$ cat src/design/link_protocol_receiver_top_macros.svh
// Assertion macros for the link protocol receiver.
// Used by link_protocol_receiver_top; needs a clock and reset in scope.
`ifndef LINK_PROTOCOL_RECEIVER_TOP_MACROS_SVH
`define LINK_PROTOCOL_RECEIVER_TOP_MACROS_SVH

// same-cycle implication, sampled on clock, off during reset
`define LPR_ASSERT_NOW(label, ante, cons, msg) \
   label: assert property (@(posedge clock) disable iff (reset) (ante) |-> (cons)) \
      else $error(msg);

// next-cycle implication, sampled on clock, off during reset
`define LPR_ASSERT_NEXT(label, ante, cons, msg) \
   label: assert property (@(posedge clock) disable iff (reset) (ante) |=> (cons)) \
      else $error(msg);

`endif

$ cat src/design/lpr_pkg.sv
// Link protocol receiver package: transaction types, control characters,
// mode and action codes, and the byte-wide CRC-32 update.
// No dependencies.
`default_nettype none

package lpr_pkg;

   localparam int PAYLOAD_BYTES = 512;
   localparam int POS_W = $clog2(PAYLOAD_BYTES + 6);

   localparam logic [POS_W-1:0] POS_HUNT  = POS_W'(0);
   localparam logic [POS_W-1:0] POS_HDR   = POS_W'(1);
   localparam logic [POS_W-1:0] POS_DATA  = POS_W'(2);
   localparam logic [POS_W-1:0] POS_TRAIL = POS_W'(PAYLOAD_BYTES + 2);
   localparam logic [POS_W-1:0] POS_LAST  = POS_W'(PAYLOAD_BYTES + 5);

   localparam logic [7:0] CH_SYN = 8'h16;
   localparam logic [7:0] CH_STX = 8'h02;
   localparam logic [7:0] CH_ENQ = 8'h05;
   localparam logic [7:0] CH_ACK = 8'h06;

   localparam logic [1:0] FUNC_BYTE = 2'd0;
   localparam logic [1:0] FUNC_SEND = 2'd1;
   localparam logic [1:0] FUNC_TICK = 2'd2;

   localparam logic [1:0] MODE_IDLE = 2'd0;
   localparam logic [1:0] MODE_RECV = 2'd1;
   localparam logic [1:0] MODE_BID  = 2'd2;
   localparam logic [1:0] MODE_SEND = 2'd3;

   localparam logic [1:0] ACT_NONE = 2'd0;
   localparam logic [1:0] ACT_ACK  = 2'd1;
   localparam logic [1:0] ACT_ENQ  = 2'd2;
   localparam logic [1:0] ACT_XMIT = 2'd3;

   localparam logic [15:0] TIMEOUT_RESET = 16'd2000;
   localparam logic [31:0] CRC_INIT = 32'hFFFF_FFFF;
   localparam logic [31:0] CRC_POLY = 32'hEDB8_8320;

   typedef struct packed {
      logic [1:0] func;
      logic [7:0] rx_byte;
   } req_type;

   typedef struct packed {
      logic [1:0] action;
      logic       payload_valid;
      logic [7:0] payload_byte;
      logic       frame_end;
      logic       crc_ok;
      logic [1:0] link_state;
   } rsp_type;

   // reflected CRC-32, one byte
   function automatic logic [31:0] crc32_byte(input logic [31:0] crc, input logic [7:0] b);
      logic [31:0] c;
      c = crc ^ {24'd0, b};
      for (int i = 0; i < 8; i++) begin
         c = c[0] ? ((c >> 1) ^ CRC_POLY) : (c >> 1);
      end
      return c;
   endfunction

endpackage

`default_nettype wire

$ cat src/design/link_protocol_receiver_top.sv
// Link protocol receiver top level: link mode machine, frame tracker and CRC check.
// Depends on lpr_pkg and link_protocol_receiver_top_macros.svh.
`default_nettype none
`include "link_protocol_receiver_top_macros.svh"

// One request transaction (byte, send request or timer tick) is taken per clock while
// req_ready is high and yields exactly one response from the response register.
// The mode, frame and CRC state update in the same cycle the request is taken; the
// longest path is the byte-wide CRC-32 update (eight folded polynomial steps) into the
// CRC register. A new request is accepted whenever the response register is
// empty or is being drained that cycle, so sustained throughput is one transaction
// per clock. timeout_ticks is written through csr_we/csr_wdata and resets to 2000.
module link_protocol_receiver_top import lpr_pkg::*; (
   input  wire logic        clock,
   input  wire logic        reset,
   input  wire logic        req_valid,
   output logic             req_ready,
   input  wire req_type     req_data,
   output logic             rsp_valid,
   input  wire logic        rsp_ready,
   output rsp_type          rsp_data,
   input  wire logic        csr_we,
   input  wire logic [15:0] csr_wdata
);

   logic [15:0]      timeout_ticks_ff;
   logic [1:0]       mode_ff, mode_in;
   logic             pair_ff, pair_in;
   logic             first_syn_ff, first_syn_in;
   logic [POS_W-1:0] pos_ff, pos_in;
   logic [31:0]      crc_ff, crc_in;
   logic [31:0]      trailer_ff, trailer_in;
   logic [15:0]      tleft_ff, tleft_in;
   logic             rsp_valid_ff, rsp_valid_in;
   rsp_type          rsp_ff, rsp_in;

   logic             accept;
   logic [1:0]       new_mode;
   logic             mode_change;
   logic [31:0]      crc_upd;
   logic [31:0]      trailer_upd;
   logic [15:0]      tleft_dec;
   logic [7:0]       b;

   assign req_ready = !rsp_valid_ff || rsp_ready;
   assign accept    = req_valid && req_ready;
   assign rsp_valid = rsp_valid_ff;
   assign rsp_data  = rsp_ff;

   assign b           = req_data.rx_byte;
   assign crc_upd     = crc32_byte(crc_ff, b);
   assign trailer_upd = {trailer_ff[23:0], b};
   assign tleft_dec   = (tleft_ff != 16'd0) ? (tleft_ff - 16'd1) : tleft_ff;

   always_comb begin
      new_mode     = mode_ff;
      pair_in      = pair_ff;
      first_syn_in = first_syn_ff;
      pos_in       = pos_ff;
      crc_in       = crc_ff;
      trailer_in   = trailer_ff;
      tleft_in     = tleft_ff;
      rsp_in       = '0;

      case (req_data.func)
         FUNC_BYTE: begin
            case (mode_ff)
               MODE_IDLE, MODE_BID: begin
                  if (!pair_ff) begin
                     if (b == CH_SYN) pair_in = 1'b1;
                  end else begin
                     pair_in = 1'b0;
                     if (mode_ff == MODE_IDLE && b == CH_ENQ) begin
                        rsp_in.action = ACT_ACK;
                        new_mode      = MODE_RECV;
                     end else if (mode_ff == MODE_BID && b == CH_ACK) begin
                        rsp_in.action = ACT_XMIT;
                        tleft_in      = timeout_ticks_ff;
                        new_mode      = MODE_SEND;
                     end
                  end
               end
               MODE_SEND: begin
                  if (!pair_ff) begin
                     pair_in      = 1'b1;
                     first_syn_in = (b == CH_SYN);
                  end else begin
                     pair_in = 1'b0;
                     if (first_syn_ff && b == CH_ACK) tleft_in = timeout_ticks_ff;
                     first_syn_in = 1'b0;
                  end
               end
               default: begin
                  if (pos_ff == POS_HUNT) begin
                     if (b == CH_SYN) pos_in = POS_HDR;
                  end else if (pos_ff == POS_HDR) begin
                     if (b == CH_STX) begin
                        pos_in     = POS_DATA;
                        crc_in     = CRC_INIT;
                        trailer_in = 32'd0;
                     end else begin
                        pos_in = POS_HUNT;
                     end
                  end else if (pos_ff < POS_TRAIL) begin
                     rsp_in.payload_valid = 1'b1;
                     rsp_in.payload_byte  = b;
                     crc_in               = crc_upd;
                     pos_in               = pos_ff + POS_W'(1);
                  end else begin
                     trailer_in = trailer_upd;
                     if (pos_ff >= POS_LAST) begin
                        rsp_in.frame_end = 1'b1;
                        rsp_in.crc_ok    = ((crc_ff ^ CRC_INIT) == trailer_upd);
                        if ((crc_ff ^ CRC_INIT) == trailer_upd) rsp_in.action = ACT_ACK;
                        pos_in     = POS_HUNT;
                        crc_in     = CRC_INIT;
                        trailer_in = 32'd0;
                     end else begin
                        pos_in = pos_ff + POS_W'(1);
                     end
                  end
               end
            endcase
         end
         FUNC_SEND: begin
            case (mode_ff)
               MODE_IDLE: begin
                  rsp_in.action = ACT_ENQ;
                  tleft_in      = timeout_ticks_ff;
                  new_mode      = MODE_BID;
               end
               MODE_RECV: rsp_in.action = ACT_ACK;
               MODE_BID:  rsp_in.action = ACT_ENQ;
               default:   rsp_in.action = ACT_XMIT;
            endcase
         end
         FUNC_TICK: begin
            if (mode_ff == MODE_BID || mode_ff == MODE_SEND) begin
               tleft_in = tleft_dec;
               if (tleft_dec == 16'd0) new_mode = MODE_IDLE;
            end
         end
         default: ;
      endcase

      mode_change = (new_mode != mode_ff);
      if (mode_change) begin
         pair_in      = 1'b0;
         first_syn_in = 1'b0;
         if (new_mode == MODE_RECV) begin
            pos_in     = POS_HUNT;
            crc_in     = CRC_INIT;
            trailer_in = 32'd0;
         end
      end
      mode_in           = new_mode;
      rsp_in.link_state = new_mode;
   end

   assign rsp_valid_in = accept || (rsp_valid_ff && !rsp_ready);

   always_ff @(posedge clock) begin
      if (reset) begin
         timeout_ticks_ff <= TIMEOUT_RESET;
         mode_ff          <= MODE_IDLE;
         pair_ff          <= 1'b0;
         first_syn_ff     <= 1'b0;
         pos_ff           <= POS_HUNT;
         crc_ff           <= CRC_INIT;
         trailer_ff       <= 32'd0;
         tleft_ff         <= 16'd0;
         rsp_valid_ff     <= 1'b0;
      end else begin
         if (csr_we) timeout_ticks_ff <= csr_wdata;
         rsp_valid_ff <= rsp_valid_in;
         if (accept) begin
            mode_ff      <= mode_in;
            pair_ff      <= pair_in;
            first_syn_ff <= first_syn_in;
            pos_ff       <= pos_in;
            crc_ff       <= crc_in;
            trailer_ff   <= trailer_in;
            tleft_ff     <= tleft_in;
         end
      end
   end

   always_ff @(posedge clock) begin
      if (accept) rsp_ff <= rsp_in;
   end

   `LPR_ASSERT_NOW(a_payload_in_recv, rsp_valid_ff && rsp_ff.payload_valid,
      rsp_ff.link_state == MODE_RECV, "payload byte outside receive mode")
   `LPR_ASSERT_NOW(a_frame_end_ack, rsp_valid_ff && rsp_ff.frame_end,
      rsp_ff.crc_ok == (rsp_ff.action == ACT_ACK), "frame end ack does not follow crc check")
   `LPR_ASSERT_NOW(a_pos_range, 1'b1, pos_ff <= POS_LAST, "frame position out of range")
   `LPR_ASSERT_NEXT(a_state_mirrors_rsp, accept, rsp_ff.link_state == mode_ff,
      "reported mode differs from held mode")

endmodule

`default_nettype wire

$ cat config.mk
export PLATFORM = sky130hd
export DESIGN_NAME = link_protocol_receiver_top
export DESIGN_NICKNAME = d
export VERILOG_FILES = /design/src/design/lpr_pkg.sv /design/src/design/link_protocol_receiver_top.sv
export VERILOG_INCLUDE_DIRS = /design/src /design/src/design
export SDC_FILE = /design/constraint.sdc
export NUM_CORES = 1
export LEC_CHECK = 0
export BUFFER_PORTS_ARGS = -buffer_cell sky130_fd_sc_hd__buf_2
export CORE_ASPECT_RATIO = 0.5
export CORE_MARGIN = 5
export CORE_UTILIZATION = 40
export CTS_BUF_LIST = sky130_fd_sc_hd__clkbuf_4 sky130_fd_sc_hd__clkbuf_8
export CTS_CLUSTER_SIZE = 25
export DETAILED_ROUTE_END_ITERATION = 10
export HOLD_SLACK_MARGIN = 0.08
export PLACE_DENSITY = 0.58
export SLEW_MARGIN = 25
export SYNTH_ARGS = -nofsm -noshare
export SYNTH_HDL_FRONTEND = slang
export SYNTH_SLANG_ARGS = --single-unit
export TNS_END_PERCENT = 100
$ cat constraint.sdc
create_clock -name clock -period 6.8 [get_ports clock]
set_input_delay 1.36 -clock clock [delete_from_list [all_inputs] [get_ports clock]]
set_output_delay 1.36 -clock clock [all_outputs]
set_load 0.005 [all_outputs]
==> results of run 1 <==
per-stage QoR:
stage	instances	total power (µW)	instance area, µm²	setup WS [ps]	utilization
after floorplan	745	931	6620	3700	-
after global placement	983	992	6990	2780	0.428
after detailed placement	983	994	6990	2670	0.428
after CTS	1015	1680	7400	3160	0.454
after global routing	1015	1730	7410	2670	0.454
final	1015	1660	7410	2890	0.454
cell usage after synthesis (12+ instances only):
| master | n | area, µm² |
|---|---|---|
| nand3_1 | 14 | 70.1 |
| nand2_1 | 45 | 169 |
| edfxtp_1 | 15 | 450 |
| nor2_1 | 94 | 353 |
| a21oi_1 | 53 | 265 |
| a22o_1 | 24 | 210 |
| o22a_1 | 12 | 105 |
| xor2_1 | 21 | 184 |
| and3_1 | 13 | 81.3 |
| a211oi_1 | 13 | 97.6 |
| o21ai_0 | 28 | 140 |
| inv_1 | 16 | 60.1 |
| xnor2_1 | 71 | 622 |
| clkbuf_1 | 23 | 86.3 |
| dfxtp_1 | 103 | 2060 |
| nor4_1 | 13 | 81.3 |
| mux2i_1 | 21 | 210 |
registers in the layout, indices dropped and copies added (netlist names), 2 cells and up:
name	count
crc_ff	32
pos_ff	10
trailer_ff	24
timeout_ticks_ff	16
tleft_ff	16
mode_ff	2
rsp_data	15
placed cells by master, fill, tap and decap left out, types with 10 or more instances in the layout:
cell	Yosys	routed
dfxtp_1	103	103
nor2_1	94	94
xnor2_1	71	71
a21oi_1	53	53
buf_2	7	47
nand2_1	45	45
o21ai_0	28	27
a22o_1	24	24
mux2i_1	21	21
xor2_1	21	21
clkbuf_8	0	17
inv_1	16	15
edfxtp_1	15	15
nand3_1	14	14
nor4_1	13	13
and3_1	13	13
a211oi_1	13	13
o22a_1	12	12
and2_1	10	10
worst max-delay path: stages:
cell and delay, ps:
buf_2 90, nand2b_1 160, nand2_1 480, clkinv_1 920
nor2_1 750, a21oi_4 210, o22a_1 260
per-layer routing:
metal	vias up	wire, µm	track usage
met5	-	0	0
li1	2736	-	-
met1	2670	8250	0.247
met4	0	207	0.0482
met3	17	674	0.0450
met2	118	7840	0.284
power by group through the flow:
| stage | Clock, µW | Sequential (µW) | Combinational (µW) |
|---|---|---|---|
| after floorplan | 0 | 743 | 188 |
| after global placement | 0 | 747 | 245 |
| after detailed placement | 0 | 748 | 246 |
| after CTS | 696 | 732 | 247 |
| after global routing | 728 | 734 | 271 |
| final | 678 | 732 | 248 |
cells by family (layout without fill, tap and decap cells):
logic type / count (synthesis) / after routing / share of synthesized area
simple gates: 257 / 257 / 0.203
flops: 118 / 118 / 0.379
fa+ha+maj: 7 / 7 / 0.0132
mux: 21 / 21 / 0.0317
xor+xnor: 99 / 99 / 0.139
buf+inv: 57 / 100 / 0.0389
compound gates: 186 / 186 / 0.195
area by class of cell:
cell class                      instances  area [µm²]  area share
Timing Repair Buffer                   52         273      0.0368
Sequential cell                       118        2510       0.339
Inverter                               16        60.1     0.00811
Clock buffer                           17         234      0.0316
Tap cell                              227         284      0.0383
Multi-Input combinational cell        570        3860       0.522
Clock inverter                         15         180      0.0243
worst paths after layout:
check | startpoint | end | slack, ps | cells past startpoint
min reg2reg | timeout_ticks_ff[6]$_SDFFE_PP1P_ | timeout_ticks_ff[6]$_SDFFE_PP1P_ | 480 | 2
max reg2reg | pos_ff[3]$_SDFFE_PP0P_ | crc_ff[30]$_SDFFE_PP1P_ | 3400 | 6
min | timeout_ticks_ff[6]$_SDFFE_PP1P_ | timeout_ticks_ff[6]$_SDFFE_PP1P_ | 480 | 2
max | rsp_ready | crc_ff[6]$_SDFFE_PP1P_ | 2890 | 7
==> out/metrics.cfg, run 1 <==
[sta]
final-hold-violation-count = 0
skew_ps = 15.6
rsz0062_at_grt = false
fin_crit_sh = 0.576
max_slew.worst_pin.slew_ps = 912
drv_slew = 0
hold_ws_ps = 482
relSlewSlack = 0.388
fmax_mhz = 256
setup_viol = 0
min_period_ps = 3910
setup_tns_ps = 0

[detailed_routing]
wl_per_cell_um = 16.7
via_count = 5541
drt-initial-drc-count = 342
dr.pass1.iters = 5
vias_per_cell = 5.46
detail-route-antenna-nets = 0
wirelength_um = 17000
drc = 0

[grt]
grt_pass1_wl_um = 27600
grt_max_degree = 47
grtUsageTotal = 0.180
overflow = 0
antenna_found_initial = 0
grt_pass1_vias = 5242

[floorplanning]
num_io_pins = 48
die_w_um = 192
dieArea_mm2 = 0.0194
std_cell_rows = 33
die_h_um = 101
core_area_mm2 = 0.0163
start_util = 0.406

[power]
seqPwrFrac = 0.441
p_sw_frac = 0.287
p_sw_uw = 476
clkPwrFrac = 0.409
peakVddDrop_v = 0.000108
power.internal_uw = 1180
leakage_uw = 0.00278
power_density_mw_per_mm2 = 224
power_frac_comb = 0.149

[placed_design]
dp_hpwl_um = 12100
portBuffers = 47
place.gp.congestion = 0.916

[layout]
layout-drive-gt1-share = 0.148
fill_cells = 1620
final_nets = 813
area_growth_pct = 11.8
n_antenna_cell = 0

[synth]
syn_area_mm2 = 0.00662
synth_enable_flop_cells = 15
syn_nets = 783
avgSynthCellArea_um2 = 8.89
synth-seq-cells = 118
async_flop_share = 0
yosys_warnings = 0
synth_cells = 745
synthDistinctLibCells = 73
synth_seq_area_share = 0.379
synth-main-ff-cell = dfxtp_1

[setup_path]
cp_max_fo = 29
critPathKind = primary input to flip-flop
cp-start-kind = primary input
crit_path_end_kind = flip-flop
worst_ep_arrival_time_ps = 4250
required_ps = 7130

[cts]
clock-sinks = 118
cts_tree = yes
path_clk_slew_ps = 70
postCtsSetupRepairBufs = 0
worstSkewPairLatency_ps = 450
cts_root_buffer = clkbuf_8
cts_buffers = 17
h-tree-depth = 4
cts_hold_buf = 0
ctsResizeCount = 0
clockBufferDepth = 2

[min_path]
hp-class = flip-flop to flip-flop

[job]
maxCapViolations = 0

[run_status]
status = completed

Note: power is estimated with default switching activity, not from simulation.
==> run 2: changes to the inputs <==
PLACE_DENSITY = 0.6   (was 0.58)
clock period = 3.3 ns   (was 6.8 ns; I/O delays follow)
==> run 2 against run 1 <==
  * Sequential share of layout area fell by 0.73 points
  * First-iteration DRC count rose by 7.0%
  * Cell area rose by 2.2%
  * Count of clock-buffer cells in the layout up 1
  * Hold slack got worse by 52 ps
  * Global-route usage is 0.43 points higher
  * Register-to-register slack lost 2900 ps
  * Total power up 120%
  * Flip-flop and latch count is the same
  * Critical path type unchanged
  * Largest power group is now the clock network
==> out/metrics.cfg, run 2 (synthesis results as in run 1) <==
[run_status]
status = completed

[layout]
final_common_cell = dfxtp_1
fill_cells = 1553  ; -4.1%
final_cell_mix = 103 x dfxtp_1, 94 x nor2_1, 71 x xnor2_1
fin_area_mm2 = 0.00757  ; +2.2%
largest_reg_flops = 32  ; unchanged
layout-drive-gt1-share = 0.162  ; +0.0136
final_cells = 1029  ; +1.4%
area_growth_pct = 14.3
n_antenna_cell = 0  ; unchanged
largest_register = crc_ff
final_nets = 827  ; +1.7%
top_regs = crc_ff: 32 flops, trailer_ff: 24 flops

[grt]
grt_max_degree = 42  ; -11%
overflow = 0  ; unchanged
antenna_found_initial = 0  ; unchanged
grt_pass1_vias = 5582  ; +6.5%
grt_pass1_wl_um = 28500  ; +3.3%
grtUsageTotal = 0.184  ; +0.00432

[sta]
drv_slew = 0  ; unchanged
fmax_mhz = 359
fin_crit_sh = 0.844
rsz0062_at_grt = false
setup_tns_ps = 0  ; unchanged
skew_ps = 20.0  ; +4.41 ps
hold_ws_ps = 429  ; -52.4 ps
max_slew.worst_pin.slew_ps = 891  ; -20.9 ps
relSlewSlack = 0.402  ; +0.0135
final-hold-violation-count = 0  ; unchanged
min_period_ps = 2790
setup_viol = 0  ; unchanged

[detailed_routing]
wirelength_um = 17200  ; +1.5%
via_count = 5544  ; +0.054%
detail-route-antenna-nets = 0  ; unchanged
drc = 0  ; unchanged
drt-initial-drc-count = 366  ; +7.0%
vias_per_cell = 5.39  ; -1.3%
dr.pass1.iters = 7  ; +2
wl_per_cell_um = 16.7  ; about the same

[cts]
worstSkewPairLatency_ps = 450  ; about the same
postCtsSetupRepairBufs = 0  ; unchanged
clockBufferDepth = 2  ; unchanged
cts_tree = yes
h-tree-depth = 4  ; unchanged
cts_hold_buf = 0  ; unchanged
cts_root_buffer = clkbuf_8
path_clk_slew_ps = 70  ; about the same
cts_buffers = 17  ; unchanged
clock-sinks = 118  ; unchanged
ctsResizeCount = 0  ; unchanged

[setup_path]
timing.rr.start = tleft_ff[0]$_SDFFE_PP0P_
cp_max_fo = 19  ; -34%
reg2reg_to = rsp_data[1]$_DFFE_PP_
worst_ep_arrival_time_ps = 3160  ; -1090 ps
cpMaxStageDelayCell = nor4_1
required_ps = 3670  ; -3460 ps
r2r_cells = 9  ; +3
critPathKind = primary input to flip-flop
crit_path_end_kind = flip-flop
cp-start-kind = primary input
reg2reg_slack_ps = 530  ; -2870 ps
critPathMaxStageDelay_ps = 580  ; -340 ps
path_cells = buf_2, nor4_1, buf_4, o2111a_1, and3_1, nor3_2, a21oi_4, nor2_1, a21oi_1
critPathCapture = crc_ff[19]$_SDFFE_PP1P_
crit_path_start = req_data[3]

[placed_design]
dpl.cell_count = 997  ; +1.4%
place.gp.congestion = 0.884  ; -3.5%
portBuffers = 47  ; unchanged
place_area_mm2 = 0.00709  ; +1.5%
dp_hpwl_um = 12400  ; +2.5%

[min_path]
hold_path_startpoint = csr_wdata[8]
hp-class = primary input to flip-flop

[power]
leakage_uw = 0.00288  ; +3.7%
peakVddDrop_v = 0.000247  ; +130%
power_density_mw_per_mm2 = 479  ; +110%

[job]
maxCapViolations = 0  ; unchanged

[floorplanning]
die_h_um = 101  ; unchanged
start_util = 0.406  ; unchanged
dieArea_mm2 = 0.0194  ; unchanged
die_w_um = 192  ; unchanged
std_cell_rows = 33  ; unchanged
core_area_mm2 = 0.0163  ; unchanged
num_io_pins = 48  ; unchanged

==> run 2: changes by cell type in the layout (fill, tap and decap cells not counted) <==
cell,before,now
clkbuf_4,0,1
inv_6,2,0
clkinv_4,4,2
buf_4,5,19
inv_1,15,16
clkinvlp_4,3,2
bufinv_16,3,6
==> run 2: per-layer routing <==
metal / vias to the layer above / share of wire / global-route usage
met1: 2650 / 0.48 / 0.243
met4: 0 / 0.013 / 0.0537
met2: 114 / 0.47 / 0.305
li1: 2761 / - / -
met5: - / 0 / 0
met3: 19 / 0.035 / 0.0412
==> run 2: how the worst min path moves through the flow <==
| stage | endpoint | slack [ps] | depth (start not counted) |
|---|---|---|---|
| floorplan | timeout_ticks_ff[7]$_SDFFE_PP1P_ | 440 | 2 |
| global route | timeout_ticks_ff[10]$_SDFFE_PP1P_ | 410 | 3 |
| CTS | timeout_ticks_ff[10]$_SDFFE_PP1P_ | 410 | 3 |
| detailed placement | timeout_ticks_ff[7]$_SDFFE_PP1P_ | 460 | 2 |
| global placement | timeout_ticks_ff[10]$_SDFFE_PP1P_ | 460 | 2 |
| finish | timeout_ticks_ff[8]$_SDFFE_PP1P_ | 430 | 3 |
==> run 2: critical path: cells and delay by family <==
kind	cells	cell delay [ps]
and+or+nand+nor	4	1270
buffers and inverters	2	350
AOI/OAI and AO/OA	3	880
==> run 2: layout make-up <==
class,instances,area (µm²),area share
Clock buffer,18,241,0.0319
Clock inverter,14,231,0.0306
Inverter,16,60.1,0.00793
Multi-Input combinational cell,570,3860,0.510
Sequential cell,118,2510,0.332
Tap cell,227,284,0.0375
Timing Repair Buffer,66,378,0.0499
==> run 2: power breakdown <==
| group | leakage [µW] | switching (µW) | internal (µW) | total, µW |
|---|---|---|---|---|
| Combinational | 0.00166 | 306 | 213 | 519 |
| Clock | 0.000233 | 620 | 978 | 1600 |
| Sequential | 0.000985 | 24.5 | 1480 | 1510 |
| Total | 0.00288 | 950 | 2670 | 3620 |
==> run 2: stage by stage <==
step	util	power, µW	setup slack [ps]
final	0.464	3620	515
after global routing	0.464	3780	286
after CTS	0.464	3650	511
after detailed placement	0.435	2050	82.5
after global placement	0.435	2050	177
after floorplan	-	1920	857
